`config.mk`:
```
export PLATFORM = sky130hd
export DESIGN_NAME = bf_fifo_flat
export DESIGN_NICKNAME = d
export VERILOG_FILES = /design/src/bf_pkg.sv /design/src/bf_if.sv /design/src/bf_fifo.sv /design/src/flat_wrapper.sv
export SDC_FILE = /design/constraint.sdc
export NUM_CORES = 1
export LEC_CHECK = 0
export BUFFER_PORTS_ARGS = -buffer_cell sky130_fd_sc_hd__buf_4
export CAP_MARGIN = 20
export CORE_AREA = 2 2 101 176
export CTS_CLUSTER_DIAMETER = 120
export DETAILED_ROUTE_END_ITERATION = 8
export DIE_AREA = 0 0 103 178
export PLACE_DENSITY = 0.81
export SKIP_LAST_GASP = 1
export SLEW_MARGIN = 10
export SYNTH_ARGS = -nofsm -noshare
export SYNTH_HDL_FRONTEND = slang
export SYNTH_SLANG_ARGS = --single-unit
```
`constraint.sdc`:
```
create_clock -name clk -period 2.97 [get_ports clk]
set_input_delay 0.4455 -clock clk [delete_from_list [all_inputs] [get_ports clk]]
set_output_delay 0.4455 -clock clk [all_outputs]
set_load 0.005 [all_outputs]
```
`src/bf_pkg.sv`:
```
package bf_pkg;

    // Frame size limits and the widths that follow from them.
    localparam int MAX_WIDTH  = 2048;
    localparam int MAX_HEIGHT = 4096;

    localparam int ADDR_W = $clog2(MAX_WIDTH);
    localparam int COL_W  = ADDR_W;
    localparam int ROW_W  = $clog2(MAX_HEIGHT);
    localparam int EW_W   = $clog2(MAX_WIDTH + 1);
    localparam int EH_W   = $clog2(MAX_HEIGHT + 1);
    localparam int FILL_W = $clog2(MAX_WIDTH + 2);

    // Configuration registers.
    localparam int WIDTH_REG_W  = 12;
    localparam int HEIGHT_REG_W = 13;
    localparam int CFG_IDX_W    = 1;
    localparam int CFG_DATA_W   = 13;
    localparam logic [WIDTH_REG_W-1:0]  WIDTH_RESET  = WIDTH_REG_W'(640);
    localparam logic [HEIGHT_REG_W-1:0] HEIGHT_RESET = HEIGHT_REG_W'(480);
    localparam logic [CFG_IDX_W-1:0] REG_IMAGE_WIDTH  = 1'b0;
    localparam logic [CFG_IDX_W-1:0] REG_IMAGE_HEIGHT = 1'b1;

    // Input commands.
    localparam logic CMD_PIXEL = 1'b0;
    localparam logic CMD_DRAIN = 1'b1;

    // Pixel data.
    localparam int CH_W   = 8;
    localparam int NUM_CH = 3;
    localparam int PIX_W  = CH_W * NUM_CH;
    localparam int LINE_W = 2 * PIX_W;
    localparam int WIN_N  = 9;
    localparam int SUM_W  = 12;

    // floor(s / 9) = (s * 7282) >> 16 for every nine-tap sum of 8-bit values.
    localparam int RECIP9      = 7282;
    localparam int RECIP_SHIFT = 16;
    localparam int PROD_W      = SUM_W + 13;

    // Output queue.
    localparam int FIFO_DEPTH = 8;
    localparam int FIFO_AW    = $clog2(FIFO_DEPTH);
    localparam int PEND_W     = $clog2(FIFO_DEPTH + 1);

    typedef logic [PIX_W-1:0]  pix_t;
    typedef logic [ADDR_W-1:0] addr_t;

    typedef struct packed {
        logic  valid;
        logic  is_pixel;
        logic  emit;
        logic  interior;
        logic  sel_upper;
        logic  frame_end;
        addr_t addr;
        pix_t  pix;
    } issue_t;

    typedef struct packed {
        logic valid;
        logic frame_end;
        pix_t pix;
    } result_t;

    function automatic logic [EW_W-1:0] eff_width(input logic [WIDTH_REG_W-1:0] v);
        logic [EW_W-1:0] r;
        if (v == '0) begin
            r = EW_W'(1);
        end else if (32'(v) > 32'(MAX_WIDTH)) begin
            r = EW_W'(MAX_WIDTH);
        end else begin
            r = EW_W'(v);
        end
        return r;
    endfunction

    function automatic logic [EH_W-1:0] eff_height(input logic [HEIGHT_REG_W-1:0] v);
        logic [EH_W-1:0] r;
        if (v == '0) begin
            r = EH_W'(1);
        end else if (32'(v) > 32'(MAX_HEIGHT)) begin
            r = EH_W'(MAX_HEIGHT);
        end else begin
            r = EH_W'(v);
        end
        return r;
    endfunction

endpackage

```
`src/bf_if.sv`:
```


interface bf_pix_out_if;
    import bf_pkg::*;

    logic            valid;
    logic            ready;
    logic [CH_W-1:0] out_blue;
    logic [CH_W-1:0] out_green;
    logic [CH_W-1:0] out_red;
    logic            frame_end;

    modport source (output valid, output out_blue, output out_green, output out_red,
                    output frame_end, input ready);
    modport sink (input valid, input out_blue, input out_green, input out_red,
                  input frame_end, output ready);
endinterface


```
`src/bf_fifo.sv`:
```
module bf_fifo (
    input  logic            clk,
    input  logic            rst_n,
    input  bf_pkg::result_t push,
    bf_pix_out_if.source    pix_out
);
    import bf_pkg::*;

    logic [PIX_W:0]       entry_reg [FIFO_DEPTH];
    logic [FIFO_AW-1:0]   wr_ptr_reg, wr_ptr_next;
    logic [FIFO_AW-1:0]   rd_ptr_reg, rd_ptr_next;
    logic [PEND_W-1:0]    count_reg, count_next;
    logic                 pop;
    logic [PIX_W:0]       head;

    assign head              = entry_reg[rd_ptr_reg];
    assign pix_out.valid     = count_reg != '0;
    assign pix_out.frame_end = head[PIX_W];
    assign pix_out.out_red   = head[2*CH_W +: CH_W];
    assign pix_out.out_green = head[CH_W +: CH_W];
    assign pix_out.out_blue  = head[0 +: CH_W];
    assign pop               = pix_out.valid && pix_out.ready;

    always_comb
    begin
        wr_ptr_next = wr_ptr_reg;
        rd_ptr_next = rd_ptr_reg;
        count_next  = count_reg;
        if (push.valid)
        begin
            wr_ptr_next = (32'(wr_ptr_reg) == FIFO_DEPTH - 1) ? '0
                                                              : wr_ptr_reg + FIFO_AW'(1);
        end
        if (pop)
        begin
            rd_ptr_next = (32'(rd_ptr_reg) == FIFO_DEPTH - 1) ? '0
                                                              : rd_ptr_reg + FIFO_AW'(1);
        end
        if (push.valid && !pop)
        begin
            count_next = count_reg + PEND_W'(1);
        end
        else if (!push.valid && pop)
        begin
            count_next = count_reg - PEND_W'(1);
        end
    end

    always_ff @(posedge clk or negedge rst_n)
    begin
        if (!rst_n)
        begin
            wr_ptr_reg <= '0;
            rd_ptr_reg <= '0;
            count_reg  <= '0;
        end
        else
        begin
            wr_ptr_reg <= wr_ptr_next;
            rd_ptr_reg <= rd_ptr_next;
            count_reg  <= count_next;
        end
    end

    always_ff @(posedge clk)
    begin
        if (push.valid)
        begin
            entry_reg[wr_ptr_reg] <= {push.frame_end, push.pix};
        end
    end

    // Input credits must keep a full queue from taking another result.
    a_no_overflow: assert property (@(posedge clk) disable iff (!rst_n)
        (32'(count_reg) == FIFO_DEPTH) |-> !push.valid)
        else $error("result written into a full output queue");

endmodule

```
`src/flat_wrapper.sv`:
```
// flat-port wrapper written by rule: the top's interface ports become plain ports
module bf_fifo_flat import bf_pkg::*;
  (clk, rst_n, push, pix_out_valid, pix_out_out_blue, pix_out_out_green, pix_out_out_red, pix_out_frame_end, pix_out_ready);
  bf_pix_out_if pix_out_i ();
  input  logic clk;
  input  logic rst_n;
  input  bf_pkg::result_t push;
  output wire logic [$bits(pix_out_i.valid)-1:0] pix_out_valid;
  output wire logic [$bits(pix_out_i.out_blue)-1:0] pix_out_out_blue;
  output wire logic [$bits(pix_out_i.out_green)-1:0] pix_out_out_green;
  output wire logic [$bits(pix_out_i.out_red)-1:0] pix_out_out_red;
  output wire logic [$bits(pix_out_i.frame_end)-1:0] pix_out_frame_end;
  input wire logic [$bits(pix_out_i.ready)-1:0] pix_out_ready;
  assign pix_out_valid = pix_out_i.valid;
  assign pix_out_out_blue = pix_out_i.out_blue;
  assign pix_out_out_green = pix_out_i.out_green;
  assign pix_out_out_red = pix_out_i.out_red;
  assign pix_out_frame_end = pix_out_i.frame_end;
  assign pix_out_i.ready = pix_out_ready;
  bf_fifo u_core (.clk(clk), .rst_n(rst_n), .push(push), .pix_out(pix_out_i));
endmodule
```
==> summary.txt <==
Power and ir drop
  • Worst vdd rail ir drop: 0.000533 V
  • Pleak: 3.32 nW
  • Power density over cell area: 903 nW/µm²

CTS
  • TritonCTS clock tree: yes
  • Sink Count: 210
  • Clk root buf: sky130_fd_sc_hd__clkbuf_16
  • Number of buffers on the longest clock path: 3
  • Clock-pin transition on the worst setup and hold timing paths: 0.07 ns
  • Number of buffers added by the clock tree synthesis step: 17
  • Clock Latency Late Sink: 0.46 ns
  • Clock H-tree levels: 1

Run
  • Max-cap viol count: 0

Drt
  • Final ANT Viol Nets: 0
  • Avg WL per Cell: 22.2 µm
  • Detailed-route via count: 3762
  • Residual DRC: 0
  • Routed via count divided by cell count: 5.65
  • Detailed Route Iter0 Violations: 357
  • Detailed Routing Iterations Pass 1: 4
  • Final Routed Wirelength: 14800 µm

Worst hold path
  • Worst Hold End: u_core.entry_reg[2][11]
  • Launch point of the worst hold path: push[11]
  • Worst min path class: primary input to flip-flop
  • Hold depth: 1

Place
  • Cell area after placement: 9150 µm²
  • Post-DP HPWL: 8920 µm
  • Placer congestion estimate: 0.799
  • Port Buffer Count: 54

Yosys
  • Seq/Total Area, Yosys: 75.3%
  • Yosys synthesis warning count: 0
  • Top cell type's share of synthesized area: 72.3%
  • Largest cells by area after synthesis: sky130_fd_sc_hd__edfxtp_1, sky130_fd_sc_hd__mux4_1, sky130_fd_sc_hd__mux2_2, sky130_fd_sc_hd__dfrtp_1, sky130_fd_sc_hd__mux4_2
  • Largest area contributor in the synthesized netlist: sky130_fd_sc_hd__edfxtp_1
  • Cell area after synthesis: 8310 µm²
  • Syn Area/Cell: 23.7 µm²
  • Number of instances in the synthesized netlist: 351
  • Number of storage elements in the synthesis netlist: 210
  • Number of nets in the synthesized netlist: 388
  • Number of distinct standard cells referenced by the synthesized netlist: 25

Worst setup path
  • Critical R2R Launch: u_core.count_reg[0]
  • Biggest cell delay along the critical path: 0.60 ns
  • CP required: 3.32 ns
  • Buffer and inverter count on the worst path: 1
  • Worst-path cell chain: or4_1 > nand2_2 > ha_2 > inv_1 > ha_2 > or4_1 > o211ai_1 > o211ai_1
  • Critical Path AT: 3.10 ns
  • FF-to-FF path depth: 8
  • Kind of cell with the highest combined delay on the critical path: simple AND/OR/NAND/NOR gates
  • Library cell contributing the largest single delay on the critical path: sky130_fd_sc_hd__or4_1
  • CP max FO: 6
  • Critical setup path kind: flip-flop to flip-flop
  • Worst setup EP type: flip-flop
  • Worst R2R Setup Slack: 0.21 ns
  • Crit start category: flip-flop
  • Crit Reg-Reg Endpoint: u_core.count_reg[3]

Global route
  • Initial antenna violation count: 0
  • Number of global-route vias before repair: 3941
  • Wire length of the first global-routing pass: 22200 µm
  • Global-route total usage across every layer: 16.6%
  • Maximum number of pins on one net before global-route repair: 38
  • Congestion Overflow GR: 0

Floorplanning
  • Full die area: 18300 µm²
  • I/O pin count: 55
  • Die Y-Extent: 178 µm
  • Die width: 103 µm
  • Initial core utilization: 49.3%
  • Core box area: 16900 µm²
  • Placement Rows: 63

Final layout
  • Max FFs per register: 200
  • Layout cell share with drive strength beyond 1: 33.7%
  • Final Instance Area: 9700 µm²
  • Syn-to-layout area delta: 16.7%
  • Commonest cells after routing, fill and taps aside: sky130_fd_sc_hd__edfxtp_1, sky130_fd_sc_hd__buf_4, sky130_fd_sc_hd__mux4_1
  • Total inserted antenna cells: 0
  • Most frequent standard cell in the layout excluding fill and tap cells: sky130_fd_sc_hd__edfxtp_1
  • Total Nets Final: 466

Timing
  • Final Hold Slack: 0.202 ns
  • Final Hold Fails: 0
  • Setup-violating endpoint count in the final report: 0
  • RSZ-0062 raised after global routing: false
  • Worst slew slack as a fraction of its limit: 60.1%
  • Slew @ Worst Pin: 0.598 ns
  • Highest Clock Rate: 363 MHz
  • Period Utilization, post-route: 92.8%
  • Shortest period the worst path allows: 2.76 ns
  • Number of pins exceeding their max-slew limit in the final report: 0
  • Setup TNS: 0 ns
  • Clock Skew: 0.00922 ns

Outcome
  • Run status: finished clean
cell families after synthesis:
kind of cell / share of synthesized area (%)
muxes: 19.9
buffers and inverters: 1.31
adders and majority gates: 1.30
xor gates and xnor gates: 0.211
AOI/OAI and AO/OA: 0.497
and+or+nand+nor: 1.49
DFF: 75.3
where the power goes:
| group | total [mW] | leakage (nW) | switching (mW) | internal, mW |
|---|---|---|---|---|
| combinational | 2.73 | 1.13 | 1.19 | 1.55 |
| clock | 2.15 | 0.257 | 0.928 | 1.22 |
| sequential | 3.87 | 1.93 | 0.209 | 3.66 |
per-stage QoR:
stage	setup WS (ns)	cells	utilization, %	total power, mW
floorplan	0.222	351	-	5.59
global placement	0.310	636	54.2	6.57
detailed placement	0.133	636	54.2	6.69
CTS	0.0850	666	57.4	8.86
global route	0.0606	666	57.5	9.15
finish	0.213	666	57.5	8.76
worst max-delay path by stage:
| stage | start | endpoint | slack, ns | cells past startpoint |
|---|---|---|---|---|
| 2_1_floorplan | u_core.wr_ptr_reg[1] | u_core.entry_reg[0][0] | 0.22 | 2 |
| 3_3_place_gp | u_core.count_reg[0] | u_core.count_reg[3] | 0.31 | 8 |
| 3_5_place_dp | u_core.count_reg[0] | u_core.count_reg[3] | 0.13 | 8 |
| 4_1_cts | u_core.count_reg[0] | u_core.count_reg[3] | 0.09 | 8 |
| 5_1_grt | u_core.count_reg[0] | u_core.count_reg[3] | 0.06 | 8 |
| 6_report | u_core.count_reg[0] | u_core.count_reg[3] | 0.21 | 8 |
layer usage:
metal	part of all wire (%)	global-route usage [%]
met3	4.7	2.12
met2	55	29.4
met5	0	0
met1	38	20.7
met4	2.5	6.03
synthesized netlist by cell type (all sizes together):
cell type	count
a2111o	1
mux2i	2
clkbuf	8
or4	2
edfxtp	200
nand2b	4
o21ai	1
buf	8
o211ai	2
mux4	50
or3	1
dfrtp	10
xnor2	2
a21oi	2
inv	1
ha	7
nand3	2
fa	1
nor2	7
nand2	5
mux2	31
nand3b	1
nor3	3
cell type report:
cell class,count,area [µm²]
Timing Repair Buffer,75,628
Clock inverter,11,104
Multi-Input combinational cell,124,1990
Inverter,1,3.75
Clock buffer,18,429
Sequential cell,210,6260
Fill cell,1223,7170
Tap cell,227,284
timing repair:
| action | 4_1_cts | 5_1_grt |
|---|---|---|
| gates resized for setup | 0 | 3 |
| hold buffers | 1 | 0 |
| hold endpoints to repair | 10 | 0 |
| endpoints found under the setup margin | 0 | 1 |
| buffers inserted | 0 | 0 |
Power figures use the tool's default switching activity.
