===== config.mk =====
export PLATFORM = sky130hd
export DESIGN_NAME = bf_ctrl_flat
export DESIGN_NICKNAME = d
export VERILOG_FILES = /design/src/bf_pkg.sv /design/src/bf_if.sv /design/src/bf_ctrl.sv /design/src/flat_wrapper.sv
export SDC_FILE = /design/constraint.sdc
export NUM_CORES = 1
export LEC_CHECK = 0
export BUFFER_PORTS_ARGS = -buffer_cell sky130_fd_sc_hd__buf_2
export CORE_MARGIN = 1.5
export CORE_UTILIZATION = 40
export DETAILED_ROUTE_END_ITERATION = 8
export PLACE_DENSITY = 0.63
export REMOVE_ABC_BUFFERS = 1
export SLEW_MARGIN = 10
export SYNTH_ARGS = -nofsm -noshare
export SYNTH_HDL_FRONTEND = slang
export SYNTH_SLANG_ARGS = --single-unit

===== constraint.sdc =====
create_clock -name clk -period 3.95 [get_ports clk]
set_input_delay 0.395 -clock clk [delete_from_list [all_inputs] [get_ports clk]]
set_output_delay 0.395 -clock clk [all_outputs]
set_load 0.05 [all_outputs]

===== src/bf_pkg.sv =====
package bf_pkg;

    // Frame size limits and the widths that follow from them.
    localparam int MAX_WIDTH  = 2048;
    localparam int MAX_HEIGHT = 4096;

    localparam int ADDR_W = $clog2(MAX_WIDTH);
    localparam int COL_W  = ADDR_W;
    localparam int ROW_W  = $clog2(MAX_HEIGHT);
    localparam int EW_W   = $clog2(MAX_WIDTH + 1);
    localparam int EH_W   = $clog2(MAX_HEIGHT + 1);
    localparam int FILL_W = $clog2(MAX_WIDTH + 2);

    // Configuration registers.
    localparam int WIDTH_REG_W  = 12;
    localparam int HEIGHT_REG_W = 13;
    localparam int CFG_IDX_W    = 1;
    localparam int CFG_DATA_W   = 13;
    localparam logic [WIDTH_REG_W-1:0]  WIDTH_RESET  = WIDTH_REG_W'(640);
    localparam logic [HEIGHT_REG_W-1:0] HEIGHT_RESET = HEIGHT_REG_W'(480);
    localparam logic [CFG_IDX_W-1:0] REG_IMAGE_WIDTH  = 1'b0;
    localparam logic [CFG_IDX_W-1:0] REG_IMAGE_HEIGHT = 1'b1;

    // Input commands.
    localparam logic CMD_PIXEL = 1'b0;
    localparam logic CMD_DRAIN = 1'b1;

    // Pixel data.
    localparam int CH_W   = 8;
    localparam int NUM_CH = 3;
    localparam int PIX_W  = CH_W * NUM_CH;
    localparam int LINE_W = 2 * PIX_W;
    localparam int WIN_N  = 9;
    localparam int SUM_W  = 12;

    // floor(s / 9) = (s * 7282) >> 16 for every nine-tap sum of 8-bit values.
    localparam int RECIP9      = 7282;
    localparam int RECIP_SHIFT = 16;
    localparam int PROD_W      = SUM_W + 13;

    // Output queue.
    localparam int FIFO_DEPTH = 8;
    localparam int FIFO_AW    = $clog2(FIFO_DEPTH);
    localparam int PEND_W     = $clog2(FIFO_DEPTH + 1);

    typedef logic [PIX_W-1:0]  pix_t;
    typedef logic [ADDR_W-1:0] addr_t;

    typedef struct packed {
        logic  valid;
        logic  is_pixel;
        logic  emit;
        logic  interior;
        logic  sel_upper;
        logic  frame_end;
        addr_t addr;
        pix_t  pix;
    } issue_t;

    typedef struct packed {
        logic valid;
        logic frame_end;
        pix_t pix;
    } result_t;

    function automatic logic [EW_W-1:0] eff_width(input logic [WIDTH_REG_W-1:0] v);
        logic [EW_W-1:0] r;
        if (v == '0) begin
            r = EW_W'(1);
        end else if (32'(v) > 32'(MAX_WIDTH)) begin
            r = EW_W'(MAX_WIDTH);
        end else begin
            r = EW_W'(v);
        end
        return r;
    endfunction

    function automatic logic [EH_W-1:0] eff_height(input logic [HEIGHT_REG_W-1:0] v);
        logic [EH_W-1:0] r;
        if (v == '0) begin
            r = EH_W'(1);
        end else if (32'(v) > 32'(MAX_HEIGHT)) begin
            r = EH_W'(MAX_HEIGHT);
        end else begin
            r = EH_W'(v);
        end
        return r;
    endfunction

endpackage


===== src/bf_if.sv =====
interface bf_pix_in_if;
    import bf_pkg::*;

    logic            valid;
    logic            ready;
    logic            cmd;
    logic [CH_W-1:0] in_blue;
    logic [CH_W-1:0] in_green;
    logic [CH_W-1:0] in_red;

    modport source (output valid, output cmd, output in_blue, output in_green,
                    output in_red, input ready);
    modport sink (input valid, input cmd, input in_blue, input in_green,
                  input in_red, output ready);
endinterface


interface bf_cfg_if;
    import bf_pkg::*;

    logic                  valid;
    logic                  ready;
    logic [CFG_IDX_W-1:0]  index;
    logic [CFG_DATA_W-1:0] data;

    modport source (output valid, output index, output data, input ready);
    modport sink (input valid, input index, input data, output ready);
endinterface


===== src/bf_ctrl.sv =====
module bf_ctrl (
    input  logic            clk,
    input  logic            rst_n,
    bf_pix_in_if.sink       pix_in,
    bf_cfg_if.sink          cfg,
    input  logic            out_xfer,
    output bf_pkg::issue_t  issue
);
    import bf_pkg::*;

    typedef struct packed {
        logic             wrap;
        logic [ROW_W-1:0] row;
        logic [COL_W-1:0] col;
    } pos_t;

    function automatic pos_t advance(input logic [COL_W-1:0] col,
                                     input logic [ROW_W-1:0] row,
                                     input logic [EW_W-1:0]  w,
                                     input logic [EH_W-1:0]  h);
        pos_t p;
        p.wrap = 1'b0;
        p.row  = row;
        p.col  = COL_W'(32'(col) + 32'd1);
        if (32'(col) + 32'd1 >= 32'(w))
        begin
            p.col = '0;
            if (32'(row) + 32'd1 >= 32'(h))
            begin
                p.row  = '0;
                p.wrap = 1'b1;
            end
            else
            begin
                p.row = ROW_W'(32'(row) + 32'd1);
            end
        end
        return p;
    endfunction

    logic [WIDTH_REG_W-1:0]  width_reg, width_next;
    logic [HEIGHT_REG_W-1:0] height_reg, height_next;
    logic [COL_W-1:0]        in_col_reg, in_col_next;
    logic [ROW_W-1:0]        in_row_reg, in_row_next;
    logic [COL_W-1:0]        out_col_reg, out_col_next;
    logic [ROW_W-1:0]        out_row_reg, out_row_next;
    logic [FILL_W-1:0]       fill_reg, fill_next;
    logic [PEND_W-1:0]       pending_reg, pending_next;

    logic [EW_W-1:0]   w;
    logic [EH_W-1:0]   h;
    logic [FILL_W-1:0] w_plus1;
    logic              full;
    logic              in_xfer;
    logic              is_drain;
    logic              interior_pos;
    pos_t              in_adv;
    pos_t              out_adv;

    assign w        = eff_width(width_reg);
    assign h        = eff_height(height_reg);
    assign w_plus1  = FILL_W'(w) + FILL_W'(1);
    assign full     = fill_reg >= w_plus1;
    assign in_xfer  = pix_in.valid && pix_in.ready;
    assign is_drain = pix_in.cmd == CMD_DRAIN;
    assign in_adv   = advance(in_col_reg, in_row_reg, w, h);
    assign out_adv  = advance(out_col_reg, out_row_reg, w, h);

    assign interior_pos = (out_row_reg != '0) && (32'(out_row_reg) + 32'd1 < 32'(h))
                       && (out_col_reg != '0) && (32'(out_col_reg) + 32'd1 < 32'(w));

    // Credits: every accepted item that yields a result holds a queue slot.
    assign pix_in.ready = 32'(pending_reg) < 32'(FIFO_DEPTH);
    assign cfg.ready    = 1'b1;

    always_comb
    begin
        issue.valid     = in_xfer && (!is_drain || fill_reg != '0);
        issue.is_pixel  = !is_drain;
        issue.emit      = is_drain ? (fill_reg != '0) : full;
        issue.interior  = !is_drain && interior_pos;
        issue.sel_upper = full;
        issue.frame_end = out_adv.wrap;
        issue.addr      = is_drain ? ADDR_W'(out_col_reg) : ADDR_W'(in_col_reg);
        issue.pix       = {pix_in.in_red, pix_in.in_green, pix_in.in_blue};
    end

    always_comb
    begin
        width_next   = width_reg;
        height_next  = height_reg;
        in_col_next  = in_col_reg;
        in_row_next  = in_row_reg;
        out_col_next = out_col_reg;
        out_row_next = out_row_reg;
        fill_next    = fill_reg;
        pending_next = pending_reg;

        if (cfg.valid && cfg.ready)
        begin
            unique case (cfg.index)
                REG_IMAGE_WIDTH:  width_next  = cfg.data[WIDTH_REG_W-1:0];
                REG_IMAGE_HEIGHT: height_next = cfg.data[HEIGHT_REG_W-1:0];
            endcase
        end

        if (in_xfer)
        begin
            if (!is_drain)
            begin
                in_col_next = in_adv.col;
                in_row_next = in_adv.row;
                if (!full)
                begin
                    fill_next = fill_reg + FILL_W'(1);
                end
                else
                begin
                    out_col_next = out_adv.col;
                    out_row_next = out_adv.row;
                end
            end
            else if (fill_reg != '0)
            begin
                fill_next    = fill_reg - FILL_W'(1);
                out_col_next = out_adv.col;
                out_row_next = out_adv.row;
            end
        end

        if (issue.valid && issue.emit && !out_xfer)
        begin
            pending_next = pending_reg + PEND_W'(1);
        end
        else if (!(issue.valid && issue.emit) && out_xfer)
        begin
            pending_next = pending_reg - PEND_W'(1);
        end
    end

    always_ff @(posedge clk or negedge rst_n)
    begin
        if (!rst_n)
        begin
            width_reg   <= WIDTH_RESET;
            height_reg  <= HEIGHT_RESET;
            in_col_reg  <= '0;
            in_row_reg  <= '0;
            out_col_reg <= '0;
            out_row_reg <= '0;
            fill_reg    <= '0;
            pending_reg <= '0;
        end
        else
        begin
            width_reg   <= width_next;
            height_reg  <= height_next;
            in_col_reg  <= in_col_next;
            in_row_reg  <= in_row_next;
            out_col_reg <= out_col_next;
            out_row_reg <= out_row_next;
            fill_reg    <= fill_next;
            pending_reg <= pending_next;
        end
    end

    // The credit count can never exceed the queue it guards.
    a_pending_bound: assert property (@(posedge clk) disable iff (!rst_n)
        32'(pending_reg) <= 32'(FIFO_DEPTH))
        else $error("output credit count above queue depth");

    // A pixel only raises fill while the window is not yet primed.
    a_fill_bound: assert property (@(posedge clk) disable iff (!rst_n)
        32'(fill_reg) <= 32'(MAX_WIDTH) + 32'd1)
        else $error("fill count above one row plus one");

endmodule


===== src/flat_wrapper.sv =====
// flat-port wrapper written by rule: the top's interface ports become plain ports
module bf_ctrl_flat import bf_pkg::*;
  (clk, rst_n, out_xfer, issue, pix_in_valid, pix_in_cmd, pix_in_in_blue, pix_in_in_green, pix_in_in_red, pix_in_ready, cfg_valid, cfg_index, cfg_data, cfg_ready);
  bf_pix_in_if pix_in_i ();
  bf_cfg_if cfg_i ();
  input  logic clk;
  input  logic rst_n;
  input  logic out_xfer;
  output bf_pkg::issue_t issue;
  input wire logic [$bits(pix_in_i.valid)-1:0] pix_in_valid;
  input wire logic [$bits(pix_in_i.cmd)-1:0] pix_in_cmd;
  input wire logic [$bits(pix_in_i.in_blue)-1:0] pix_in_in_blue;
  input wire logic [$bits(pix_in_i.in_green)-1:0] pix_in_in_green;
  input wire logic [$bits(pix_in_i.in_red)-1:0] pix_in_in_red;
  output wire logic [$bits(pix_in_i.ready)-1:0] pix_in_ready;
  input wire logic [$bits(cfg_i.valid)-1:0] cfg_valid;
  input wire logic [$bits(cfg_i.index)-1:0] cfg_index;
  input wire logic [$bits(cfg_i.data)-1:0] cfg_data;
  output wire logic [$bits(cfg_i.ready)-1:0] cfg_ready;
  assign pix_in_i.valid = pix_in_valid;
  assign pix_in_i.cmd = pix_in_cmd;
  assign pix_in_i.in_blue = pix_in_in_blue;
  assign pix_in_i.in_green = pix_in_in_green;
  assign pix_in_i.in_red = pix_in_in_red;
  assign pix_in_ready = pix_in_i.ready;
  assign cfg_i.valid = cfg_valid;
  assign cfg_i.index = cfg_index;
  assign cfg_i.data = cfg_data;
  assign cfg_ready = cfg_i.ready;
  bf_ctrl u_core (.clk(clk), .rst_n(rst_n), .pix_in(pix_in_i), .cfg(cfg_i), .out_xfer(out_xfer), .issue(issue));
endmodule

==> impl_metrics.py <==
metrics = {
    "synthesis": {
        "synth.yosys.warnings": 0,
        "synth_cell_types": 57,
        "synthCells": 641,
        "synth-seq-cells": 75,
        "synth_top_area_frac": 0.2852,
        "synth.area.top_cells": "dfrtp_1 29%, ha_1 14%, mux2_2 8.2%",
        "syn_area_mm2": 0.006053,
        "synth_edf_count": 0,
        "yosys.area.top_type": "dfrtp_1",
        "syn_avg_cell_area_um2": 9.444,
        "synthArstFlopShare": 1.000,
        "synthFlopType": "dfrtp_1",
        "seq_area_frac_synth": 0.3113,
    },
    "clock_network": {
        "htree_num_levels": 3,
        "cts_root_buf": "clkbuf_16",
        "tritoncts": "done",
        "clkLatencyLatePin_ns": 0.35,
        "cts_hold_buffers": 0,
        "cts_buffers": 9,
        "clk_path_buf_depth": 2,
        "clk_pin_slew_ns": 0.06,
        "clkSinkCount": 75,
    },
    "power_and_ir_drop": {
        "max-vdd-ir-drop_v": 0.0002802,
        "leakage_nw": 3.287,
        "p_total_w": 0.004338,
        "pwr_density_cell_mw_per_mm2": 622.7,
    },
    "timing": {
        "slew_headroom": 0.2503,
        "grt_setup_unrepaired": "yes",
        "layout_min_cycle_time_ns": 3.935,
        "finalCritPeriodShare": 0.9962,
        "finalMaxSlewViolations": 0,
        "skew_ns": 0.009663,
        "worst_slew_pin_slew_ns": 1.122,
        "setup_viol": 0,
        "hold_viol_final": 0,
        "fmax_mhz": 254.1,
    },
    "finish": {
        "largest_reg_flops": 13,
        "drive_gt1_frac": 0.2602,
        "fillCellCount": 1369,
        "area_delta_synth_final_pct": 15.09,
        "fin_area_mm2": 0.006967,
        "layout.nets": 797,
        "diodes": 0,
    },
    "worst_setup_path": {
        "critPathArrivalTime_ns": 4.16,
        "reg2reg_from": "u_core.width_reg[6]",
        "r2r_cells": 21,
        "r2r_slack_ns": 0.02,
        "required_ns": 4.18,
        "worstSetupStartpointType": "flip-flop",
        "r2r_end": "u_core.pending_reg[1]",
        "critPathLaunch": "u_core.width_reg[6]",
        "crit_path_max_fanout": 2,
        "endpoint": "u_core.pending_reg[1]",
        "worstSetupPathType": "reg2reg",
        "cp-end-kind": "flip-flop",
    },
    "route": {
        "wl_per_cell_um": 18.25,
        "final_antenna_net_count": 0,
        "via_per_inst": 5.724,
        "vias": 4991,
        "dr.pass1.iters": 7,
        "post-route-drc-count": 5,
        "drt-initial-drc-count": 317,
        "drt_wl_total_um": 15920,
    },
    "floorplanning": {
        "pin_count": 87,
        "fp.dieArea_mm2": 0.01588,
        "core_mm2": 0.01464,
        "die_h_um": 126.0,
        "num_rows": 44,
        "die_width_um": 126.0,
        "initial_core_util": 0.4134,
    },
    "placed_design": {
        "hpwl_um": 11870,
        "routabilityCongestion": 0.8373,
        "placed_area_mm2": 0.006422,
        "io_buffers": 37,
    },
    "outcome": {
        "status": "finished with violations",
        "violations": "design-rule violations",
    },
    "global_routing": {
        "grt_util_all_layers": 0.2060,
        "grt_pass1_vias": 5144,
        "grt_pass1_wl_um": 26100,
        "antenna_found_initial": 0,
        "grt_overflow": 0,
        "grt_max_degree": 76,
    },
    "min_path": {
        "hp-class": "in2async",
    },
    "flow_run": {
        "drv_cap": 0,
    },
}
## where the power goes
part	internal, W	total, W	switching (W)
Combinational	0.000969	0.00219	0.00122
Sequential	0.000955	0.00119	0.000232
Clock	0.000619	0.000964	0.000345
Total	0.00254	0.00434	0.00180
## placed cells by master (no fill, tap or decap), types with 15 or more instances in the layout
cell type	synthesis	layout
a21oi_1	16	15
buf_2	3	34
buf_4	28	40
dfrtp_1	69	66
ha_1	68	63
inv_1	33	31
mux2_2	44	44
nand2_1	56	55
nand3_1	28	25
nor2_1	25	22
nor2b_1	15	15
o21ai_0	23	20
xnor2_1	34	33
## critical path: stages, from the launching register on
cell and delay [ns]:
dfrtp_1 0.39, nor4_2 0.30, a31oi_1 0.12, nor2_1 0.14, ha_2 0.21, nand3_2 0.07
nor3_2 0.20, and3_4 0.23, nand3_4 0.07, xnor2_2 0.14, ha_1 0.19, a21oi_1 0.20
o21ai_2 0.11, nor2_2 0.15, o21ai_2 0.08, nand2_1 0.11, inv_2 0.07, ha_4 0.17
inv_4 0.06, buf_4 0.12, fa_2 0.42, mux2_2 0.26
## metal layers
metal	up-vias	track usage	share of wire
li1	2379	-	-
met5	-	0.01238	0
met2	140	0.3390	0.48
met4	0	0.04598	0.010
met3	17	0.05480	0.048
met1	2455	0.2712	0.46
## final cells by class
class / instances / area [µm²] / area share
clock buffers: 10 / 229.0 / 0.03287
clock inverters: 6 / 113.9 / 0.01634
repair buffers: 77 / 500.5 / 0.07184
flip-flops and latches: 75 / 1888 / 0.2710
well taps: 184 / 230.2 / 0.03305
multi-input cells: 487 / 3879 / 0.5568
inverters: 33 / 126.4 / 0.01814
## kinds of logic after synthesis
logic type,Yosys count,synth area share
AO/OA/AOI/OAI,113,0.1321
XOR/XNOR,48,0.06945
other,1,0.0006195
adder cells (fa/ha/maj),70,0.1472
AND/OR/NAND/NOR,203,0.1753
multiplexers,52,0.09591
flip-flops,75,0.3113
buffers and inverters,79,0.06821
## cell usage after synthesis (3+ instances only)
cell	n
nor2_1	25
nand3_1	28
nor2b_1	15
xnor2_1	34
nor4_1	11
xor2_1	14
mux2_2	44
buf_4	28
nand4_1	8
o211ai_1	7
dfrtp_1	69
a211o_1	4
a21o_1	14
and3_1	12
clkbuf_1	12
inv_1	33
a22o_1	9
o2111ai_1	5
mux2_1	4
a32o_1	3
and4_1	3
ha_1	68
buf_2	3
nor3_1	13
o2bb2ai_1	3
a21oi_1	16
nand2_1	56
and2_1	12
dfstp_2	6
o21ai_0	23
mux2i_1	4
o221ai_1	3
a31oi_1	7
a41o_1	4
or2_2	4
nand2b_1	5
a211oi_1	5
## per-stage QoR
step	hold WS, ns	worst slack [ns]	util	setup TNS [ns]	std cells
after floorplan	0.09941	-0.7704	-	-1.780	595
after global placement	0.4773	-0.02932	0.4386	-0.02932	848
after detailed placement	0.5001	-0.2358	0.4386	-0.4627	848
after CTS	0.2532	0.003442	0.4646	0	866
after global routing	0.2900	-0.1558	0.4757	-0.6604	872
final	0.1877	0.01512	0.4757	0	872
## repair_timing
item                                    in CTS  in global routing
endpoints found under the hold margin        0                  0
setup buffers                                2                  6
pin swaps                                    5                 21
cloned                                       0                  0
endpoints found under the setup margin       4                  6
gates resized for setup                      8                 31
## worst min path at each step
| stage | endpoint | slack, ns | startpoint |
|---|---|---|---|
| final | u_core.fill_reg[11] | 0.19 | rst_n |
| after global routing | u_core.pending_reg[2] | 0.29 | rst_n |
| after CTS | u_core.fill_reg[9] | 0.25 | rst_n |
| after detailed placement | u_core.fill_reg[11] | 0.50 | u_core.fill_reg[11] |
| after global placement | u_core.pending_reg[2] | 0.48 | u_core.pending_reg[2] |
| after floorplan | u_core.fill_reg[0] | 0.1 | rst_n |
(Power assumes the default switching activity.)
